`src/rtl/tpg_pkg.sv`:
```
package tpg_pkg;

  // Width of every element, index and swap field on the result channel
  localparam int FIELD_W = 4;

  // Word index of the size register on the configuration port
  localparam logic REG_PERM_SIZE = 1'b0;

  // Sequencer states of the core
  typedef enum logic [2:0] {
    ST_IDLE,
    ST_INIT,
    ST_PIVOT,
    ST_LOADP,
    ST_SCAN,
    ST_SWAP_A,
    ST_SWAP_B,
    ST_EMIT
  } state_t;

  // One result item as it travels through the read-out stage
  typedef struct packed {
    logic               last;
    logic               more_after;
    logic [FIELD_W-1:0] swap_second;
    logic [FIELD_W-1:0] swap_first;
    logic [FIELD_W-1:0] elem_value;
    logic [FIELD_W-1:0] elem_index;
  } result_t;

  // Factorial of a size of up to fifteen elements
  function automatic logic [63:0] fact_lut(input logic [3:0] k);
    logic [63:0] f;
    case (k)
      4'd0:    f = 64'd1;
      4'd1:    f = 64'd1;
      4'd2:    f = 64'd2;
      4'd3:    f = 64'd6;
      4'd4:    f = 64'd24;
      4'd5:    f = 64'd120;
      4'd6:    f = 64'd720;
      4'd7:    f = 64'd5040;
      4'd8:    f = 64'd40320;
      4'd9:    f = 64'd362880;
      4'd10:   f = 64'd3628800;
      4'd11:   f = 64'd39916800;
      4'd12:   f = 64'd479001600;
      4'd13:   f = 64'd6227020800;
      4'd14:   f = 64'd87178291200;
      default: f = 64'd1307674368000;
    endcase
    return f;
  endfunction

endpackage

```
`src/rtl/tpg_ram.sv`:
```
module tpg_ram #(
  parameter int WIDTH = 4,
  parameter int DEPTH = 12,
  localparam int AW = (DEPTH > 1) ? $clog2(DEPTH) : 1
) (
  input  logic             clk,
  input  logic             we,
  input  logic [AW-1:0]    waddr,
  input  logic [WIDTH-1:0] wdata,
  input  logic [AW-1:0]    raddr,
  output logic [WIDTH-1:0] rdata
);

  logic [WIDTH-1:0] mem_r [DEPTH];

  // Write port and registered read port
  always_ff @(posedge clk) begin
    if (we) begin
      mem_r[waddr] <= wdata;
    end
    rdata <= mem_r[raddr];
  end

endmodule

```
`src/rtl/tpg_radix.sv`:
```
module tpg_radix #(
  parameter int NMAX = 12,
  localparam int NW = $clog2(NMAX + 1),
  localparam int AW = $clog2(NMAX)
) (
  input  logic          clk,
  input  logic          rst_n,
  input  logic          clr,
  input  logic          inc,
  input  logic [NW-1:0] n,
  output logic [AW-1:0] hp
);

  // Digit k has radix k+3; together the digits count the odd moves
  localparam int NDIG  = (NMAX > 2) ? NMAX - 2 : 1;
  localparam int DIG_W = $clog2(NMAX + 1);

  logic [DIG_W-1:0] dig_r   [NDIG];
  logic [DIG_W-1:0] dig_nxt [NDIG];
  logic [NDIG:0]    carry;

  // Advance the mixed-radix count by one, or clear it on restart
  always_comb begin
    carry[0] = 1'b1;
    for (int k = 0; k < NDIG; k++) begin
      carry[k+1] = carry[k] & (dig_r[k] == DIG_W'(k + 2));
      if (clr) begin
        dig_nxt[k] = '0;
      end else if (inc && carry[k]) begin
        dig_nxt[k] = (dig_r[k] == DIG_W'(k + 2)) ? '0 : dig_r[k] + DIG_W'(1);
      end else begin
        dig_nxt[k] = dig_r[k];
      end
    end
  end

  always_ff @(posedge clk) begin
    if (!rst_n) begin
      for (int k = 0; k < NDIG; k++) begin
        dig_r[k] <= '0;
      end
    end else begin
      for (int k = 0; k < NDIG; k++) begin
        dig_r[k] <= dig_nxt[k];
      end
    end
  end

  // Pivot position: three plus the run of zero low digits, held at most n, minus one
  always_comb begin
    int tz;
    int h;
    tz = NDIG;
    for (int k = NDIG - 1; k >= 0; k--) begin
      if (dig_r[k] != '0) begin
        tz = k;
      end
    end
    h = tz + 3;
    if (h > int'(n)) begin
      h = int'(n);
    end
    hp = AW'(h - 1);
  end

endmodule

```
`src/rtl/tpg_emit.sv`:
```
module tpg_emit
  import tpg_pkg::*;
(
  input  logic               clk,
  input  logic               rst_n,
  input  logic               issue,
  input  result_t            issue_meta,
  input  logic [FIELD_W-1:0] rd_value,
  output logic               can_issue,
  output logic               out_valid,
  input  logic               out_ready,
  output result_t            out_item
);

  logic    pend_r;
  result_t pend_meta_r;
  logic    out_valid_r;
  result_t out_item_r;
  logic    skid_valid_r;
  result_t skid_item_r;

  logic    take;
  logic    push;
  result_t push_item;
  logic [1:0] occ;

  assign take = out_valid_r & out_ready;
  assign push = pend_r;

  // Merge the memory word into the fields captured when its read was issued
  always_comb begin
    push_item            = pend_meta_r;
    push_item.elem_value = rd_value;
  end

  // Allow a read only when its word is sure to find room when it arrives
  assign occ       = 2'(out_valid_r) + 2'(skid_valid_r) + 2'(pend_r);
  assign can_issue = take ? (occ <= 2'd2) : (occ <= 2'd1);

  // Track reads in flight
  always_ff @(posedge clk) begin
    if (!rst_n) begin
      pend_r <= 1'b0;
    end else begin
      pend_r <= issue;
    end
  end

  always_ff @(posedge clk) begin
    if (issue) begin
      pend_meta_r <= issue_meta;
    end
  end

  // Output register backed by one skid entry
  always_ff @(posedge clk) begin
    if (!rst_n) begin
      out_valid_r  <= 1'b0;
      skid_valid_r <= 1'b0;
    end else if (!out_valid_r || take) begin
      if (skid_valid_r) begin
        out_valid_r  <= 1'b1;
        skid_valid_r <= push;
      end else begin
        out_valid_r  <= push;
      end
    end else if (push) begin
      skid_valid_r <= 1'b1;
    end
  end

  always_ff @(posedge clk) begin
    if (!out_valid_r || take) begin
      if (skid_valid_r) begin
        out_item_r <= skid_item_r;
        if (push) begin
          skid_item_r <= push_item;
        end
      end else if (push) begin
        out_item_r <= push_item;
      end
    end else if (push) begin
      skid_item_r <= push_item;
    end
  end

  assign out_valid = out_valid_r;
  assign out_item  = out_item_r;

endmodule

```
`src/rtl/transposition_permutation_generator_core.sv`:
```
// Permutation generator: each request on the input stream either restarts at the identity
// order or moves one step through all n! orders of 0..n-1, each differing from the last by
// one exchange, and then streams the whole order out as n transfers with tlast on the
// final one. n is the perm_size register, held at MAX_ELEMS; change it only while idle.
// The order lives in a small RAM with registered reads, so each request is worked
// through the RAM at most one access per cycle: a restart is the accept, n identity writes,
// then n reads; an even step is the accept, the pivot read, one compare, two writes and n
// reads; an odd step is the same but compares h-1 values, where h-1 is the pivot position
// found from the mixed-radix step count and h is at most n. Results leave at one per cycle while the
// downstream side keeps up, and the next request is taken as soon as the last read of
// the current one has been issued.
module transposition_permutation_generator_core
  import tpg_pkg::*;
#(
  parameter int MAX_ELEMS = 12
) (
  input  logic        clk,
  input  logic        rst_n,
  input  logic        in_tvalid,
  output logic        in_tready,
  input  logic [7:0]  in_tdata,     // [0] restart, [7:1] zero
  output logic        out_tvalid,
  input  logic        out_tready,
  output logic [23:0] out_tdata,    // [3:0] elem_index, [7:4] elem_value, [11:8] swap_first,
                                    // [15:12] swap_second, [16] more_after, [23:17] zero
  output logic        out_tlast,
  input  logic        cfg_psel,
  input  logic        cfg_penable,
  input  logic        cfg_pwrite,
  input  logic [2:0]  cfg_paddr,
  input  logic [31:0] cfg_pwdata,
  output logic [31:0] cfg_prdata,
  output logic        cfg_pready
);

  // A size register of four bits never reaches beyond fifteen elements
  localparam int NMAX  = (MAX_ELEMS < 15) ? MAX_ELEMS : 15;
  localparam int AW    = $clog2(NMAX);
  localparam int NW    = $clog2(NMAX + 1);
  localparam longint unsigned FACT_MAX = fact_lut(4'(NMAX));
  localparam int CNT_W = $clog2(FACT_MAX + 1);

  state_t             state_r, state_nxt;
  logic [3:0]         perm_size_r, perm_size_nxt;
  logic [NW-1:0]      size_used_r, size_used_nxt;
  logic [CNT_W-1:0]   step_r, step_nxt;
  logic [CNT_W-1:0]   total_r, total_nxt;
  logic               even_r, even_nxt;
  logic               more_r, more_nxt;
  logic               ev_move_r, ev_move_nxt;
  logic [NW-1:0]      cnt_r, cnt_nxt;
  logic [AW-1:0]      hp_r, hp_nxt;
  logic [AW-1:0]      pivot_r, pivot_nxt;
  logic [NW-1:0]      best_r, best_nxt;
  logic [AW-1:0]      bval_r, bval_nxt;
  logic [AW-1:0]      bpos_r, bpos_nxt;
  logic [AW-1:0]      sx_r, sx_nxt;
  logic [AW-1:0]      sy_r, sy_nxt;

  logic               in_accept;
  logic               cfg_write;
  logic [NW-1:0]      n_cur;
  logic [CNT_W-1:0]   fact_cur;
  logic               restart_req;
  logic               last_idx;
  logic               scan_end;
  logic [AW-1:0]      hp_sel;
  logic [NW-1:0]      dist_mod;
  logic [NW:0]        dist_wide;

  logic               ram_we;
  logic [AW-1:0]      ram_waddr;
  logic [AW-1:0]      ram_wdata;
  logic [AW-1:0]      ram_raddr;
  logic [AW-1:0]      ram_rdata;

  logic               radix_clr;
  logic               radix_inc;
  logic [AW-1:0]      radix_hp;

  logic               issue;
  logic               can_issue;
  result_t            issue_meta;
  result_t            out_item;

  // Configuration port
  assign cfg_pready = 1'b1;
  assign cfg_write  = cfg_psel & cfg_penable & cfg_pwrite & cfg_pready;
  assign cfg_prdata = (cfg_paddr[2] == REG_PERM_SIZE) ? {28'd0, perm_size_r} : 32'd0;

  // Effective size and restart decision for the request on offer
  assign n_cur       = (int'(perm_size_r) > MAX_ELEMS) ? NW'(NMAX) : NW'(perm_size_r);
  assign fact_cur    = CNT_W'(fact_lut(4'(n_cur)));
  assign in_accept   = in_tvalid & in_tready;
  assign restart_req = in_tdata[0] | (n_cur != size_used_r) | ~more_r;

  assign last_idx = (cnt_r == size_used_r - NW'(1));
  assign scan_end = (cnt_r[AW-1:0] == hp_r - AW'(1));
  assign hp_sel   = ev_move_r ? AW'(1) : radix_hp;

  // Distance from the pivot value up to a scanned value, modulo n
  always_comb begin
    if (ram_rdata >= pivot_r) begin
      dist_wide = (NW+1)'(ram_rdata) - (NW+1)'(pivot_r);
    end else begin
      dist_wide = (NW+1)'(ram_rdata) + (NW+1)'(size_used_r) - (NW+1)'(pivot_r);
    end
    dist_mod = NW'(dist_wide);
  end

  // Next state
  always_comb begin
    state_nxt = state_r;
    case (state_r)
      ST_IDLE: begin
        if (in_accept) begin
          state_nxt = restart_req ? ST_INIT : ST_PIVOT;
        end
      end
      ST_INIT: begin
        if (size_used_r == '0 || last_idx) begin
          state_nxt = ST_EMIT;
        end
      end
      ST_PIVOT:  state_nxt = ST_LOADP;
      ST_LOADP:  state_nxt = ST_SCAN;
      ST_SCAN: begin
        if (scan_end) begin
          state_nxt = ST_SWAP_A;
        end
      end
      ST_SWAP_A: state_nxt = ST_SWAP_B;
      ST_SWAP_B: state_nxt = ST_EMIT;
      ST_EMIT: begin
        if (size_used_r == '0 || (issue && last_idx)) begin
          state_nxt = ST_IDLE;
        end
      end
      default:   state_nxt = ST_IDLE;
    endcase
  end

  // Memory accesses, read-out issue and counter control per state
  always_comb begin
    in_tready = 1'b0;
    ram_we    = 1'b0;
    ram_waddr = '0;
    ram_wdata = '0;
    ram_raddr = '0;
    issue     = 1'b0;
    radix_clr = 1'b0;
    radix_inc = 1'b0;
    case (state_r)
      ST_IDLE: begin
        in_tready = 1'b1;
        radix_clr = in_accept & restart_req;
        radix_inc = in_accept & ~restart_req & ~even_r;
      end
      ST_INIT: begin
        ram_we    = (size_used_r != '0);
        ram_waddr = cnt_r[AW-1:0];
        ram_wdata = cnt_r[AW-1:0];
      end
      ST_PIVOT: begin
        ram_raddr = hp_sel;
      end
      ST_LOADP: begin
        ram_raddr = '0;
      end
      ST_SCAN: begin
        ram_raddr = cnt_r[AW-1:0] + AW'(1);
      end
      ST_SWAP_A: begin
        ram_we    = 1'b1;
        ram_waddr = hp_r;
        ram_wdata = bval_r;
      end
      ST_SWAP_B: begin
        ram_we    = 1'b1;
        ram_waddr = bpos_r;
        ram_wdata = pivot_r;
      end
      ST_EMIT: begin
        ram_raddr = cnt_r[AW-1:0];
        issue     = (size_used_r != '0) & can_issue;
      end
      default: begin
        in_tready = 1'b0;
      end
    endcase
  end

  // Fields of the result whose element is being read
  always_comb begin
    issue_meta             = '0;
    issue_meta.elem_index  = FIELD_W'(cnt_r[AW-1:0]);
    issue_meta.swap_first  = FIELD_W'(sx_r);
    issue_meta.swap_second = FIELD_W'(sy_r);
    issue_meta.more_after  = more_r;
    issue_meta.last        = last_idx;
  end

  // Sequence counters, scan registers and the size register
  always_comb begin
    perm_size_nxt = perm_size_r;
    size_used_nxt = size_used_r;
    step_nxt      = step_r;
    total_nxt     = total_r;
    even_nxt      = even_r;
    more_nxt      = more_r;
    ev_move_nxt   = ev_move_r;
    cnt_nxt       = cnt_r;
    hp_nxt        = hp_r;
    pivot_nxt     = pivot_r;
    best_nxt      = best_r;
    bval_nxt      = bval_r;
    bpos_nxt      = bpos_r;
    sx_nxt        = sx_r;
    sy_nxt        = sy_r;

    if (cfg_write && cfg_paddr[2] == REG_PERM_SIZE) begin
      perm_size_nxt = cfg_pwdata[3:0];
    end

    case (state_r)
      ST_IDLE: begin
        if (in_accept) begin
          cnt_nxt     = '0;
          ev_move_nxt = even_r;
          if (restart_req) begin
            size_used_nxt = n_cur;
            total_nxt     = fact_cur;
            step_nxt      = CNT_W'(1);
            even_nxt      = 1'b1;
            more_nxt      = (fact_cur != CNT_W'(1));
            sx_nxt        = '0;
            sy_nxt        = '0;
          end else if (even_r) begin
            even_nxt = 1'b0;
            step_nxt = step_r + CNT_W'(1);
            more_nxt = (step_r + CNT_W'(1) != total_r);
          end else begin
            even_nxt = 1'b1;
            step_nxt = step_r + CNT_W'(1);
          end
        end
      end
      ST_INIT: begin
        cnt_nxt = last_idx ? '0 : cnt_r + NW'(1);
      end
      ST_PIVOT: begin
        hp_nxt = hp_sel;
      end
      ST_LOADP: begin
        pivot_nxt = ram_rdata;
        best_nxt  = size_used_r;
        cnt_nxt   = '0;
      end
      ST_SCAN: begin
        // First nearest value wins
        if (dist_mod < best_r) begin
          best_nxt = dist_mod;
          bval_nxt = ram_rdata;
          bpos_nxt = cnt_r[AW-1:0];
        end
        if (!scan_end) begin
          cnt_nxt = cnt_r + NW'(1);
        end
      end
      ST_SWAP_A: begin
        if (ev_move_r) begin
          sx_nxt = pivot_r;
          sy_nxt = bval_r;
        end else begin
          sx_nxt = bval_r;
          sy_nxt = pivot_r;
        end
      end
      ST_SWAP_B: begin
        cnt_nxt = '0;
      end
      ST_EMIT: begin
        if (issue) begin
          cnt_nxt = last_idx ? '0 : cnt_r + NW'(1);
        end
      end
      default: begin
        cnt_nxt = '0;
      end
    endcase
  end

  // Control state
  always_ff @(posedge clk) begin
    if (!rst_n) begin
      state_r     <= ST_IDLE;
      perm_size_r <= 4'd1;
      size_used_r <= '0;
      step_r      <= '0;
      total_r     <= '0;
      even_r      <= 1'b1;
      more_r      <= 1'b0;
      cnt_r       <= '0;
    end else begin
      state_r     <= state_nxt;
      perm_size_r <= perm_size_nxt;
      size_used_r <= size_used_nxt;
      step_r      <= step_nxt;
      total_r     <= total_nxt;
      even_r      <= even_nxt;
      more_r      <= more_nxt;
      cnt_r       <= cnt_nxt;
    end
  end

  // Working registers of the current step
  always_ff @(posedge clk) begin
    ev_move_r <= ev_move_nxt;
    hp_r      <= hp_nxt;
    pivot_r   <= pivot_nxt;
    best_r    <= best_nxt;
    bval_r    <= bval_nxt;
    bpos_r    <= bpos_nxt;
    sx_r      <= sx_nxt;
    sy_r      <= sy_nxt;
  end

  // Current order; the swap writes always land before the read-out starts
  tpg_ram #(
    .WIDTH (AW),
    .DEPTH (NMAX)
  ) u_ram (
    .clk   (clk),
    .we    (ram_we),
    .waddr (ram_waddr),
    .wdata (ram_wdata),
    .raddr (ram_raddr),
    .rdata (ram_rdata)
  );

  tpg_radix #(
    .NMAX (NMAX)
  ) u_radix (
    .clk   (clk),
    .rst_n (rst_n),
    .clr   (radix_clr),
    .inc   (radix_inc),
    .n     (size_used_r),
    .hp    (radix_hp)
  );

  tpg_emit u_emit (
    .clk        (clk),
    .rst_n      (rst_n),
    .issue      (issue),
    .issue_meta (issue_meta),
    .rd_value   (FIELD_W'(ram_rdata)),
    .can_issue  (can_issue),
    .out_valid  (out_tvalid),
    .out_ready  (out_tready),
    .out_item   (out_item)
  );

  // Pack the result channel
  assign out_tdata = {7'd0, out_item.more_after, out_item.swap_second, out_item.swap_first,
                      out_item.elem_value, out_item.elem_index};
  assign out_tlast = out_item.last;

endmodule

```
`config.mk`:
```
export PLATFORM = sky130hd
export DESIGN_NAME = transposition_permutation_generator_core
export DESIGN_NICKNAME = d
export VERILOG_FILES = /design/src/rtl/tpg_pkg.sv /design/src/rtl/tpg_ram.sv /design/src/rtl/tpg_radix.sv /design/src/rtl/tpg_emit.sv /design/src/rtl/transposition_permutation_generator_core.sv
export SDC_FILE = /design/constraint.sdc
export NUM_CORES = 1
export LEC_CHECK = 0
export ABC_AREA = 1
export BUFFER_PORTS_ARGS = -buffer_cell sky130_fd_sc_hd__buf_2
export CAP_MARGIN = 0
export CORE_UTILIZATION = 60
export DETAILED_ROUTE_END_ITERATION = 6
export PLACE_DENSITY = 0.83
export SYNTH_ARGS = -nofsm -noshare
export SYNTH_HDL_FRONTEND = slang
export SYNTH_SLANG_ARGS = --single-unit
```
`constraint.sdc`:
```
create_clock -name clk -period 5.25 [get_ports clk]
set_clock_uncertainty 0.05 [all_clocks]
set_input_delay 0.2625 -clock clk [delete_from_list [all_inputs] [get_ports clk]]
set_output_delay 0.2625 -clock clk [all_outputs]
set_load 0.03 [all_outputs]
```
# Word-level counts from Yosys, hierarchy flattened
# Memory sizes are Yosys's and may differ from the RTL's. A register that Yosys moved wholly into a read port is not among the register bits.
# Index checks and enable logic that the tools add are counted.
# totals
register_bits,157
input_bits,50
mem_bits_rw,88
output_inout_bits,60
elab_cells,275
memories,3
mem_bits_ro,576
# classes
n_reduce_logical,45
add_sub_neg,21
eq_ne,31
order_cmp,6
n_bitwise,32
mux,101
# memory_table
memory,depth,width,read_ports,rd_ports_with_merged_regs,wr,line,text
(name not given),16,36,1,0,0,tpg_pkg.sv:34,case (k)
u_ram.mem_r,12,4,1,1,1,tpg_ram.sv:14,logic [WIDTH-1:0] mem_r [DEPTH];
u_radix.dig_r,10,4,10,0,10,tpg_radix.sv:18,logic [DIG_W-1:0] dig_r [NDIG];
# op_table
operator,count
$mux 4,62
$mux 18,5
$add 4x1->4 const B,11
$reduce_bool 4->1,11
$pmux 4 s3,3
$add 29x1->29 const B,1
$mux 29,1
$ne 29x1->1 const B,1
$ne 29x29->1,1
$pmux 3 s8,1
$pmux 4 s2,3
$pmux 4 s5,1
$mux 1,17
$and 1x1->1,16
$eq 4x3->1 const B,4
$eq 4x4->1 const B,4
$ne 2x2->1 const B,8
$eq 3x3->1 const B,4
$mux 3,4
$or 1x1->1,12
$logic_and 1x1->1,11
$reduce_bool 2->1,5
$reduce_and 3->1,3
$eq 4x2->1 const B,2
29 further kinds,45

# Depth between registers and ports, before layout
# Gate-level depths: netlist of run 1.
# An unclocked memory read counts as a cell.
# logic_depth
word_depth,18
depth_mapped,36
depth_no_buf,36

# Hierarchy
# From an unflattened synthesis of run 1, not the netlist that was laid out.
# unflattened
cells_unflattened,1638
area_unflattened_um2,13256.5
# modules_own_cells
mod,area_each_um2,n_inst,cells_each,seq_area_each_um2
transposition_permutation_generator_core,6595.1,1,941,2252.2
tpg_radix,2512.4,1,361,800.8
tpg_ram,2225.9,1,207,1521.5
tpg_emit,1923.1,1,129,1561.5

# Least setup slack after synthesis of run 1
# OpenSTA, ideal clock, no wires.
# synth_path
kind,register to register
start,mem u_radix.dig_r[0][36] in the netlist's numbering
end,"reg u_ram.rdata[0], read port of u_ram.mem_r"
n_path_buf,1
synth_period_minus_slack_ns,3.646
slack_ns,1.604
stages_incl_launch_ff,33
required_time_ns,5.142
t_arrival_ns,3.538
setup_time_ns,0.058
path_cell_list,dfxtp_1 > inv_1 > ha_1 > nand2_1 > nand3_1 > nand2_1 > nand2_1 > nand2_1 > nand2_1 > nand2_1 > nand2_1 > nand2_1 > nand2_1 > ha_1 > inv_1 > nand3_1 > nand2_1 > inv_1 > ha_1 > nand2_1 > o21ai_0 > a21o_1 > nand2_1 > o21ai_0 > nand3_1 > nand4_1 > nand2_1 > inv_1 > clkbuf_1 > nand2_1 > nand3_1 > nand3_1 > nand2_1
# synth_lines
item,line,text
from (decl),tpg_radix.sv:18,
to (decl),tpg_ram.sv:11,output logic [WIDTH-1:0] rdata

==> Flow_metrics.wiki, run 1 <==
{| class="wikitable"
! Metric !! Value
|-
| Run status || complete, no violations
|-
| Floorplan die width || 148 um
|-
| Clock root buffer || sky130_fd_sc_hd__clkbuf_16
|-
| Total power draw || between 5 and 6 mW
|-
| Critical path startpoint category || flip-flop
|-
| Number of buffers and inverters on the critical path || 6
|-
| Launch instance of the worst register-to-register path || u_radix.dig_r[0][24]
|-
| Post_cts resized || 0
|-
| Setup repair after global routing missed its margin || no
|-
| Total count of max-transition violations in the final report || 0
|-
| Clock latency on the worst-skew pair || ~0.53 ns
|-
| Die area || about 0.022 mm^2
|-
| Detailed-placement wirelength estimate || about 20000 um
|-
| Element type at the critical path end || flip-flop
|-
| Mapped Cells || approximately 1600
|-
| Global-route wire length before repair || roughly 46000 um
|-
| Post-synthesis cell area || between 0.01 and 0.015 mm^2
|-
| Vias per inst || approximately 5.5
|-
| Tightest hold margin || between 0.04 and 0.05 ns
|-
| Final Critical Period || between 4 and 5 ns
|-
| Vias in the first global route || approximately 9800
|-
| Post-Synthesis Mean Instance Area || a little over 8 um^2
|-
| Number of port buffers || 36
|-
| Maximum level of the CTS H-tree || 1
|-
| Peak per-stage delay on the critical path || 0.43 ns
|-
| Worst Hold Class || primary input to flip-flop
|-
| Largest vdd supply drop || roughly 0.29 mV
|-
| Post-synthesis sequential area ratio || between 40% and 50%
|-
| Clock transition at the registers of the reported paths || about 0.06 ns
|-
| Residual antenna-violating net count after detailed routing || 0
|-
| YS warnings || 0
|-
| Number of placement rows || 53
|-
| Antenna diode count || 0
|-
| Maximum count of clock buffers along a single path || 3
|-
| Aggregate negative setup slack || 0 ns
|-
| Maximum fanout encountered on the critical timing path || 13
|-
| Power density over cell area || approximately 400 mW/mm^2
|-
| Highest clock frequency the design can meet || around 220 MHz
|-
| Number of flops mapped to enable cells by yosys || between 100 and 150
|-
| Max capacitance violation total || 0
|-
| Drt first-iter violations || between 900 and 1000
|-
| Post-layout nets || 1688
|-
| Gr ovfl total || 0
|-
| Starting density of the core || 61.2%
|-
| Most frequent cell on the critical path || sky130_fd_sc_hd__nand2_1
|-
| Vert. Die Dim || 148 um
|-
| Cell depth of the worst setup path || 31
|-
| Finished layout cell area || 0.0141 mm^2
|-
| Post-CTS Setup Inserts || 0
|-
| Leakage component of the power || between 5 and 6 nW
|-
| Pre-CTS setup slack || ~0.80 ns
|-
| Ys async rst share || 0%
|-
| Num Clock Sinks || 247
|-
| WP data arrival || approximately 5.0 ns
|-
| TritonRoute pass-1 iters || 6
|-
| Placed Instance Area || roughly 0.013 mm^2
|-
| Average wire length per cell after detail routing || 14.8 um
|-
| Critical path startpoint || u_radix.dig_r[0][24]
|-
| Post-synth top flop || sky130_fd_sc_hd__edfxtp_1
|-
| Area of the core || about 0.021 mm^2
|-
| Number of register bits inferred by synthesis || roughly 250
|-
| I/O pin count || 110
|-
| Largest delay contributor family on the critical path || simple AND/OR/NAND/NOR gates
|-
| Maximum number of pins on one net before global-route repair || 43
|-
| Number of buffers inserted for hold repair after clock tree synthesis || 4
|-
| Vias || 10400
|-
| TritonCTS clock tree || done
|-
| Slack of the critical path || about 0.66 ns
|-
| Depth of the worst register-to-register path || 31
|-
| Total of endpoints with negative setup slack in the final report || 0
|-
| Final number of hold-violating endpoints || 0
|-
| Worst reg2reg setup slack || around 0.66 ns
|-
| Share of final-layout standard cells stronger than drive strength 1 || roughly 7.1%
|-
| Transition at the pin with the smallest max-transition slack || between 1 and 1.5 ns
|-
| Cell Count, Final, Fillers Out || approximately 1900
|-
| Worst reg2reg path endpoint || u_ram.rdata[1]
|-
| Final design utilization || roughly 67%
|-
| Netlist cell types || 57
|-
| Post-placement cell count || approximately 1800
|-
| Share of the clock period used by the worst path after layout || slightly below 90%
|-
| CP Class || flip-flop to flip-flop
|-
| Data required time at the worst endpoint || ~5.6 ns
|-
| Area grow syn2layout || 9.84%
|-
| Total GRT Usage || between 20 and 30%
|-
| Residual DRC || 0
|-
| Wirelength, routed || between 20000 and 30000 um
|-
| Crit path max-delay cell type || sky130_fd_sc_hd__o21ai_0
|-
| Max-slew headroom at the worst pin || between 10% and 20%
|-
| Initial antenna violation count || 0
|-
| End point of the critical path || u_ram.rdata[1]
|-
| TritonCTS Buffers || 26
|-
| GPL Wtd Cong || roughly 0.91
|}
layout by cell type (no fill, tap or decap), drive strengths merged, types with 3 or more instances in the layout:
cell type and instances:
a211oi 7, a21oi 85, a31oi 3, a32o 3, buf 44, bufinv 5
clkbuf 33, clkinv 6, clkinvlp 5, conb 36, dfxtp 120, dlygate4sd3 4
edfxtp 127, fa 5, ha 36, inv 193, nand2 405, nand3 99
nand3b 4, nand4 19, nor2 166, nor3 30, nor4 3, o211ai 9
o21ai 55, o21bai 3, o22ai 15, or2 6, xnor2 22, xor2 48
worst reg2reg max path: cells and delay by family (launching register included):
family / cells / cell delay (ns)
AND/OR/NAND/NOR: 19 / 2.08
flip-flops: 1 / 0.34
buffers and inverters: 6 / 0.63
AO/OA/AOI/OAI: 3 / 0.70
adder cells (fa/ha/maj): 3 / 0.68
synthesized netlist by cell type (3+ instances only):
cell type	number	area, um^2
sky130_fd_sc_hd__nand4_1	19	119
sky130_fd_sc_hd__nor2_8	4	80.1
sky130_fd_sc_hd__xnor2_1	22	193
sky130_fd_sc_hd__a32o_1	3	30.0
sky130_fd_sc_hd__or2_2	6	37.5
sky130_fd_sc_hd__dfxtp_1	120	2400
sky130_fd_sc_hd__inv_2	5	18.8
sky130_fd_sc_hd__a31oi_1	3	18.8
sky130_fd_sc_hd__nand2_1	401	1510
sky130_fd_sc_hd__buf_1	4	15.0
sky130_fd_sc_hd__a21oi_1	84	420
sky130_fd_sc_hd__clkbuf_1	31	116
sky130_fd_sc_hd__edfxtp_1	127	3810
sky130_fd_sc_hd__nor2_1	159	597
sky130_fd_sc_hd__fa_1	5	100
sky130_fd_sc_hd__nand2_4	3	33.8
sky130_fd_sc_hd__buf_4	36	270
sky130_fd_sc_hd__nand3b_1	3	22.5
sky130_fd_sc_hd__xor2_1	48	420
sky130_fd_sc_hd__nor3_1	28	140
sky130_fd_sc_hd__nand3_1	98	490
sky130_fd_sc_hd__a211oi_1	7	52.6
sky130_fd_sc_hd__nor4_1	3	18.8
sky130_fd_sc_hd__inv_1	187	702
sky130_fd_sc_hd__ha_1	36	450
sky130_fd_sc_hd__o21bai_1	3	22.5
sky130_fd_sc_hd__o21ai_0	52	260
sky130_fd_sc_hd__o211ai_1	9	67.6
sky130_fd_sc_hd__o22ai_1	15	93.8
power breakdown:
group	internal (mW)	leakage [nW]	switching, mW
clock network	1.20	0.430	0.753
logic	0.444	3.24	0.931
registers	2.24	2.13	0.137
state kept, by name, indices dropped and copies added (netlist names), 14 cells and up:
name	cells
u_ram.mem_r	48
u_radix.dig_r	40
step_r	29
total_r	27
u_emit.out_item	18
u_emit.skid_item_r	18
u_emit.pend_meta_r	14
logic make-up after synthesis:
family	after synthesis	synth area share (%)
fa+ha+maj	41	4.29
simple gates	736	24.6
flops	247	48.5
xor+xnor	70	4.78
buf+inv	266	8.92
mux	1	0.0781
other cells	2	0.0586
compound gates	196	8.78
worst min path at each step:
stage	to	slack, ns	start	cells past startpoint
detailed placement	u_emit.pend_meta_r[13]	0.36	sy_r[1]	0
floorplan	perm_size_r[0]	0.34	cfg_pwdata[0]	2
global placement	u_emit.pend_meta_r[10]	0.35	sx_r[2]	0
finish	perm_size_r[0]	0.05	rst_n	2
CTS	perm_size_r[0]	0.02	rst_n	2
global route	perm_size_r[0]	0.03	rst_n	2
metal layers:
metal	wire length (um)	vias to the layer above	track usage, %	share of wire [%]
li1	-	5110	-	-
met3	1650	62	3.22	5.9
met2	13800	388	46.0	49
met5	0	-	0	0
met4	834	0	9.59	3.0
met1	11700	4792	32.2	42
layout make-up:
type / instances / area, um^2
fillers: 1630 / 6880
flip-flops and latches: 247 / 6220
multi-input cells: 1080 / 5590
inverters: 194 / 731
clock buffers: 33 / 708
well taps: 275 / 344
repair buffers: 48 / 280
clock inverters: 15 / 210
(Power assumes the default switching activity.)
==> run 2, diff against run 1 <==
Settings changed: ABC_AREA 1 to default.
==> run 2 against run 1 <==
  * Utilization fell by 0.076 points
  * Total power rose by 0.79%
  * Global-route usage fell by 2.1 points
  * Register-to-register slack got worse by 0.28 ns
  * Non-clock buffer count rose by 14
  * Setup slack got worse by 0.28 ns
  * Clock power fell by 4%
  * Die area rose by 1.4%
  * Clock-buffer cell count rose by 3
==> Flow_metrics.wiki, run 2 <==
{| class="wikitable"
! Metric !! Value
|-
| Vias in the first global route || 8883 (-9.3%)
|-
| Transition at the pin with the smallest max-transition slack || 1.00 ns (-0.277 ns)
|-
| Global-route wire length before repair || 43300 um (-5.7%)
|-
| Leading post-synthesis cells by instance count || sky130_fd_sc_hd__nand2_1, sky130_fd_sc_hd__edfxtp_1, sky130_fd_sc_hd__nor2_1
|-
| Die area || 0.0223 mm^2 (+1.4%)
|-
| Detailed-placement wirelength estimate || 18200 um (-6.5%)
|-
| Post-placement cell count || 1594 (-13%)
|-
| Max-slew headroom at the worst pin || 33.1% (+19 points)
|-
| Max capacitance violation total || 0 (unchanged)
|-
| Area share of the largest cell type after synthesis || 29.3% (-0.40 points)
|-
| I/O pin count || 110 (unchanged)
|-
| Number of placement rows || 53 (unchanged)
|-
| Depth of the worst register-to-register path || 18 (-42%)
|-
| Maximum count of clock buffers along a single path || 3 (unchanged)
|-
| Cell type contributing the most total cell area after synthesis || sky130_fd_sc_hd__edfxtp_1
|-
| Aggregate negative setup slack || 0 ns (unchanged)
|-
| Slack of the critical path || 0.380 ns (-0.281 ns)
|-
| Residual antenna-violating net count after detailed routing || 0 (unchanged)
|-
| Total count of max-transition violations in the final report || 0 (unchanged)
|-
| Maximum level of the CTS H-tree || 1 (unchanged)
|-
| Vert. Die Dim || 149 um (+0.67%)
|-
| Gr ovfl total || 0 (unchanged)
|-
| Flip-flop and latch area || 0.00622 mm^2 (unchanged)
|-
| Clock root buffer || sky130_fd_sc_hd__clkbuf_16
|-
| Netlist cell types || 78 (+37%)
|-
| GPL Wtd Cong || 0.945 (+3.6%)
|-
| TritonCTS clock tree || done
|-
| Final Critical Period || 4.87 ns (+0.281 ns)
|-
| Num Clock Sinks || 247 (unchanged)
|-
| Run status || complete, no violations
|-
| Vias per inst || 5.77 (+5.5%)
|-
| Wirelength, routed || 26300 um (-6.3%)
|-
| Average wire length per cell after detail routing || 15.9 um (+7.7%)
|-
| Share of final-layout standard cells stronger than drive strength 1 || 11.1% (+4.0 points)
|-
| Worst Hold Class || primary input to flip-flop
|-
| Maximum fanout encountered on the critical timing path || 9 (-4)
|-
| WP data arrival || 5.24 ns (+0.28 ns)
|-
| Flip-flop count of the largest register, all copies and words added || 48 (unchanged)
|-
| Vias || 9510 (-8.1%)
|-
| Pre-CTS setup slack || 0.350 ns (-0.447 ns)
|-
| Cell Count, Final, Fillers Out || 1647 (-13%)
|-
| Multi-input combinational cell area || 0.00619 mm^2 (+11%)
|-
| Post-layout nets || 1443 (-15%)
|-
| Number of cells traversed by the worst hold path || 4 (+2)
|-
| Maximum number of pins on one net before global-route repair || 46 (+7.0%)
|-
| Element type at the critical path end || flip-flop
|-
| Number of register bits inferred by synthesis || 247 (unchanged)
|-
| Clock latency on the worst-skew pair || 0.53 ns (about the same)
|-
| Finished layout cell area || 0.0142 mm^2 (+0.84%)
|-
| Clock transition at the registers of the reported paths || 0.06 ns (about the same)
|-
| Total GRT Usage || 23.8% (-2.1 points)
|-
| CP Class || flip-flop to flip-flop
|-
| Cell with the most instances after synthesis || sky130_fd_sc_hd__nand2_1
|-
| Ys async rst share || 0% (unchanged)
|-
| Antenna diode count || 0 (unchanged)
|-
| Leading cell types in the layout, fill and taps excluded || sky130_fd_sc_hd__nand2_1, sky130_fd_sc_hd__edfxtp_1, sky130_fd_sc_hd__nor2_1
|-
| Most common cell after layout, fill and taps aside || sky130_fd_sc_hd__nand2_1
|-
| Critical path startpoint category || flip-flop
|-
| Initial antenna violation count || 0 (unchanged)
|-
| YS warnings || 0 (unchanged)
|-
| Starting density of the core || 61.4% (+0.26 points)
|-
| Final number of hold-violating endpoints || 0 (unchanged)
|-
| Largest register by flop count || u_ram.mem_r
|-
| Post-synth top flop || sky130_fd_sc_hd__edfxtp_1
|-
| Power density over cell area || 405 mW/mm^2 (about the same)
|-
| Registers with the most flip-flops || u_ram.mem_r: 48 flops, u_radix.dig_r: 40 flops, step_r: 29 flops
|-
| Final design utilization || 67.1% (-0.076 points)
|-
| Area of the core || 0.0212 mm^2 (+0.95%)
|-
| Share of the clock period used by the worst path after layout || 92.8% (+5.4 points)
|-
| Drt first-iter violations || 726 (-27%)
|-
| Number of flops mapped to enable cells by yosys || 127 (unchanged)
|-
| Setup repair after global routing missed its margin || no
|-
| Leakage component of the power || 5.32 nW (-8.3%)
|-
| Ranking of synthesized cells by area || sky130_fd_sc_hd__edfxtp_1, sky130_fd_sc_hd__dfxtp_1, sky130_fd_sc_hd__nand2_1
|-
| Mapped Cells || 1329 (-15%)
|-
| Post-synthesis sequential area ratio || 47.8% (-0.66 points)
|-
| Largest vdd supply drop || 0.244 mV (-15%)
|-
| Floorplan die width || 149 um (+0.67%)
|-
| Total of endpoints with negative setup slack in the final report || 0 (unchanged)
|-
| Post-synthesis cell area || 0.0130 mm^2 (+1.4%)
|-
| TritonCTS Buffers || 27 (+3.8%)
|-
| Number of filler cells placed in the layout || 1606 (-1.5%)
|-
| Data required time at the worst endpoint || 5.62 ns (about the same)
|-
| TritonRoute pass-1 iters || 5 (-1)
|-
| Area grow syn2layout || 9.25%
|-
| Post-Synthesis Mean Instance Area || 9.78 um^2 (+19%)
|-
| Placed Instance Area || 0.0133 mm^2 (+1.0%)
|-
| Number of port buffers || 36 (unchanged)
|-
| Highest clock frequency the design can meet || 205 MHz (-5.8%)
|-
| Residual DRC || 0 (unchanged)
|}
==> run 2: cell types whose count changed after synthesis, sizes merged, moves of 34 or more <==
cell   before  now
nor2      166  121
nand2     405  143
mux2i       1   35
inv       193   45
xnor2      22   56
nand3      99   38
==> run 2: metrics by stage <==
step                total power, mW  hold WS [ns]
finish                         5.75        0.0213
global route                   6.02        0.0604
CTS                            5.76        0.0144
detailed placement             3.88         0.355
global placement               3.82         0.352
floorplan                      3.54         0.338
==> run 2: worst max-delay path, stage by stage, from the launching register on <==
cell and delay (ns):
sky130_fd_sc_hd__dfxtp_1 0.38, sky130_fd_sc_hd__or4_1 0.58, sky130_fd_sc_hd__o21ai_1 0.17, sky130_fd_sc_hd__a41oi_1 0.15, sky130_fd_sc_hd__and2_1 0.24, sky130_fd_sc_hd__nor2_1 0.15, sky130_fd_sc_hd__inv_1 0.06, sky130_fd_sc_hd__ha_1 0.32
sky130_fd_sc_hd__inv_1 0.07, sky130_fd_sc_hd__ha_1 0.28, sky130_fd_sc_hd__nor2b_1 0.14, sky130_fd_sc_hd__o21a_1 0.19, sky130_fd_sc_hd__o31ai_2 0.30, sky130_fd_sc_hd__o221ai_1 0.21, sky130_fd_sc_hd__a21oi_2 0.19, sky130_fd_sc_hd__buf_4 0.22
sky130_fd_sc_hd__mux4_2 0.52, sky130_fd_sc_hd__or3b_1 0.40, sky130_fd_sc_hd__o211a_1 0.12
==> run 2: repair_timing <==
action | 4_1_cts | 5_1_grt
endpoints found under the hold margin | 4 | 0
hold buffers | 4 | 0
setup buffers | 0 | 0
gates resized for setup | 0 | 3
setup endpoints to repair | 0 | 4
==> run 2: cell families after synthesis <==
family                     count (synthesis)  share of synthesized area (%)
and+or+nand+nor                          516                           20.3
DFF                                      247                           47.8
AOI/OAI and AO/OA                        223                           10.1
buffers and inverters                    148                           5.65
xor gates and xnor gates                  91                           6.13
muxes                                     61                           5.64
adders and majority gates                 41                           4.24
other                                      2                         0.0578
==> run 2: layer usage <==
layer | part of all wire, % | global-route usage [%] | vias to the layer above | wire length [um]
met3 | 5.0 | 2.42 | 45 | 1330
met5 | 0 | 0 | - | 0
met1 | 45 | 32.3 | 4522 | 11800
met4 | 1.7 | 6.79 | 0 | 434
met2 | 49 | 40.5 | 279 | 12700
li1 | - | - | 4664 | -
==> run 2: path summary, 6_finish.rpt <==
kind                                            from                     end  slack (ns)
worst max-delay path            u_radix.dig_r[0][32]          u_ram.rdata[3]        0.38
worst min-delay path                      out_tready     u_emit.skid_valid_r        0.02
worst max register to register  u_radix.dig_r[0][32]          u_ram.rdata[3]        0.38
worst min register to register               sy_r[0]  u_emit.pend_meta_r[12]        0.37
==> run 2: power breakdown <==
group          switching (mW)  internal [mW]
Clock                   0.740           1.13
Sequential              0.162           2.24
Combinational           0.876          0.596
==> run 2: layout make-up <==
| type | count | share of cell area (%) |
|---|---|---|
| clock buffer | 36 | 5.21 |
| clock inverter | 13 | 1.02 |
| inverter | 46 | 1.25 |
| multi-input combinational | 968 | 43.6 |
| sequential | 247 | 43.8 |
| tap | 275 | 2.42 |
| timing repair buffer | 62 | 2.71 |
==> run 3, diff against run 2 <==
Settings changed: CORE_UTILIZATION 60 to 45, PLACE_DENSITY 0.83 to default, PLACE_DENSITY_LB_ADDON from default to 0.3.
==> run 3 against run 2 <==
  * Flip-flop and latch count stayed put
  * Sequential share of layout area is 0.17 points lower
  * Wire length is 3.8% higher
  * Utilization is 16 points lower
  * Maximum frequency is 1.4% lower
  * Clock power is 6% lower
  * Design area is 0.40% higher
  * Total power is 2.5% lower
  * Non-clock buffer count is 1 higher
  * Register-to-register slack worse by 0.07 ns
  * Via count is 0.80% lower
==> Flow_metrics.wiki, run 3 (synthesized netlist as in run 2, its figures left out) <==
{| class="wikitable"
! Metric !! Value
|-
| Maximum fanout encountered on the critical timing path || 9 (unchanged)
|-
| Aggregate negative setup slack || 0 ns (unchanged)
|-
| Vias per inst || 5.39 (-6.6%)
|-
| WP data arrival || 5.31 ns (+0.07 ns)
|-
| Critical path startpoint category || flip-flop
|-
| Share of final-layout standard cells stronger than drive strength 1 || 10.7% (-0.36 points)
|-
| Number of port buffers || 36 (unchanged)
|-
| Detailed-placement wirelength estimate || 19100 um (+5.0%)
|-
| Element type at the critical path end || flip-flop
|-
| Maximum number of pins on one net before global-route repair || 46 (unchanged)
|-
| Antenna diode count || 0 (unchanged)
|-
| Setup repair after global routing missed its margin || no
|-
| Cells along the critical path || or4_1, o21ai_1, a41oi_1, and2_1, nor2_1, inv_1, ha_1, xor2_1, ha_1, o21a_1, o31ai_1, o221ai_1, a21oi_2, buf_4, mux4_2, or3b_1, o211a_1
|-
| Residual antenna-violating net count after detailed routing || 0 (unchanged)
|-
| Maximum count of clock buffers along a single path || 3 (unchanged)
|-
| CP Class || flip-flop to flip-flop
|-
| Worst Hold Class || primary input to flip-flop
|-
| Clock transition at the registers of the reported paths || 0.06 ns (about the same)
|-
| Num Clock Sinks || 247 (unchanged)
|-
| Flip-flop count of the largest register, all copies and words added || 48 (unchanged)
|-
| Gr ovfl total || 0 (unchanged)
|-
| TritonCTS clock tree || done
|-
| Largest vdd supply drop || 0.253 mV (+3.6%)
|-
| TritonCTS Buffers || 26 (-3.7%)
|-
| Wirelength, routed || 27300 um (+3.8%)
|-
| Area grow syn2layout || 9.69%
|-
| Average wire length per cell after detail routing || 15.6 um (-2.2%)
|-
| Residual DRC || 0 (unchanged)
|-
| Floorplan die width || 172 um (+15%)
|-
| Power density over cell area || 393 mW/mm^2 (-2.9%)
|-
| Total of endpoints with negative setup slack in the final report || 0 (unchanged)
|-
| Leading cell types in the layout, fill and taps excluded || sky130_fd_sc_hd__nand2_1, sky130_fd_sc_hd__edfxtp_1, sky130_fd_sc_hd__nor2_1
|-
| Vias in the first global route || 8877 (-0.068%)
|-
| Peak per-stage delay on the critical path || 0.56 ns (-0.02 ns)
|-
| Clock root buffer || sky130_fd_sc_hd__clkbuf_16
|-
| Routed wire length on met3 || 1180 um (-11%)
|-
| Net switching power || 1.75 mW (-1.3%)
|-
| Most frequent cell on the critical path || sky130_fd_sc_hd__ha_1
|-
| Die area || 0.0296 mm^2 (+33%)
|-
| Routed metal-1 wire length || 12600 um (+6.9%)
|-
| GPL Wtd Cong || 0.858 (-9.2%)
|-
| Final Critical Period || 4.94 ns (+0.0685 ns)
|-
| Drt first-iter violations || 501 (-31%)
|-
| Clock latency on the worst-skew pair || 0.53 ns (about the same)
|-
| Global-route wire length before repair || 45400 um (+4.8%)
|-
| Most common cell after layout, fill and taps aside || sky130_fd_sc_hd__nand2_1
|-
| Share of the clock period used by the worst path after layout || 94.1% (+1.3 points)
|-
| Proportion of power drawn by flip-flops and latches || 42.8% (+1.0 points)
|-
| Total met2 wirelength after detailed routing || 13100 um (+2.4%)
|-
| Leakage component of the power || 5.29 nW (-0.67%)
|-
| Starting density of the core || 46.3% (-15 points)
|-
| Crit path max-delay cell type || sky130_fd_sc_hd__or4_1
|-
| Combinational fraction of design power || 25.7% (about the same)
|-
| Total GRT Usage || 19.0% (-4.8 points)
|-
| Final number of hold-violating endpoints || 0 (unchanged)
|-
| Internal power consumption || 3.85 mW (-3.0%)
|-
| Registers with the most flip-flops || u_ram.mem_r: 48 flops, u_radix.dig_r: 40 flops, step_r: 29 flops
|-
| I/O pin count || 110 (unchanged)
|-
| Initial antenna violation count || 0 (unchanged)
|-
| Post-layout nets || 1443 (unchanged)
|-
| TritonRoute pass-1 iters || 4 (-1)
|-
| Switching share of power || 31.3% (+0.37 points)
|-
| Maximum level of the CTS H-tree || 1 (unchanged)
|-
| Max-slew headroom at the worst pin || 31.4% (-1.7 points)
|-
| Data required time at the worst endpoint || 5.62 ns (about the same)
|-
| Number of placement rows || 61 (+15%)
|-
| Highest routed metal layer || met4
|-
| Max capacitance violation total || 0 (unchanged)
|-
| Largest register by flop count || u_ram.mem_r
|-
| Highest clock frequency the design can meet || 203 MHz (-1.4%)
|-
| Area of the core || 0.0281 mm^2 (+33%)
|-
| Tightest hold margin || 0.140 ns (+0.119 ns)
|-
| Transition at the pin with the smallest max-transition slack || 1.03 ns (+0.0254 ns)
|-
| Clk network pwr share || 31.5% (-1.1 points)
|-
| Total count of max-transition violations in the final report || 0 (unchanged)
|-
| Vias || 9434 (-0.80%)
|-
| Vert. Die Dim || 172 um (+15%)
|-
| Run status || complete, no violations
|}
==> run 3: final timing paths <==
| kind | endpoint | start | slack [ns] | cells past startpoint |
|---|---|---|---|---|
| setup reg to reg | u_ram.rdata[0] | u_radix.dig_r[0][32] | 0.31 | 17 |
| setup / recovery | u_ram.rdata[0] | u_radix.dig_r[0][32] | 0.31 | 17 |
| hold reg to reg | u_emit.pend_meta_r[12] | sy_r[0] | 0.37 | 0 |
| hold / removal | perm_size_r[0] | rst_n | 0.14 | 2 |
==> run 3: what timing repair did <==
item / CTS / global route
endpoints found under the setup margin: 0 / 4
hold endpoints to repair: 5 / 0
resized for setup: 0 / 1
hold buffers: 5 / 0
buffers inserted: 0 / 0
==> run 3: metrics by stage <==
stage | area (um^2) | util [%] | std cells | power (mW) | setup slack, ns
CTS | 14200 | 50.7 | 1749 | 5.67 | 0.332
finish | 14300 | 50.7 | 1749 | 5.60 | 0.312
floorplan | 13100 | - | 1363 | 3.54 | 0.247
global placement | 13400 | 47.7 | 1697 | 3.86 | 0.446
global route | 14300 | 50.7 | 1749 | 5.92 | 0.00165
detailed placement | 13400 | 47.7 | 1697 | 3.89 | 0.347
==> run 3: area by class of cell <==
cell class	count	area (um^2)
clock buffer	33	687
clock inverter	14	128
fill	2565	13800
inverter	46	178
multi-input combinational	968	6180
sequential	247	6220
tap	378	473
timing repair buffer	63	395
==> run 3: power groups by stage <==
| stage | combinational (mW) | clock, mW | sequential [mW] |
|---|---|---|---|
| finish | 1.44 | 1.76 | 2.40 |
| global route | 1.61 | 1.89 | 2.42 |
| CTS | 1.46 | 1.81 | 2.40 |
| detailed placement | 1.45 | 0 | 2.44 |
| global placement | 1.42 | 0 | 2.43 |
| floorplan | 1.20 | 0 | 2.35 |
==> run 3: per-layer routing <==
| layer | global-route usage, % | vias to the layer above |
|---|---|---|
| met4 | 4.31 | 0 |
| met3 | 2.47 | 34 |
| li1 | - | 4682 |
| met2 | 32.7 | 195 |
| met1 | 25.5 | 4523 |
| met5 | 0 | - |
==> run 3: critical path: cells and delay by family, from the launching register on <==
family                   cells  cell delay, ns
flip-flops                   1            0.38
buffers and inverters        2            0.28
XOR/XNOR                     1            0.35
multiplexers                 1            0.51
adder cells (fa/ha/maj)      2            0.52
AND/OR/NAND/NOR              4            1.33
AO/OA/AOI/OAI                7            1.39
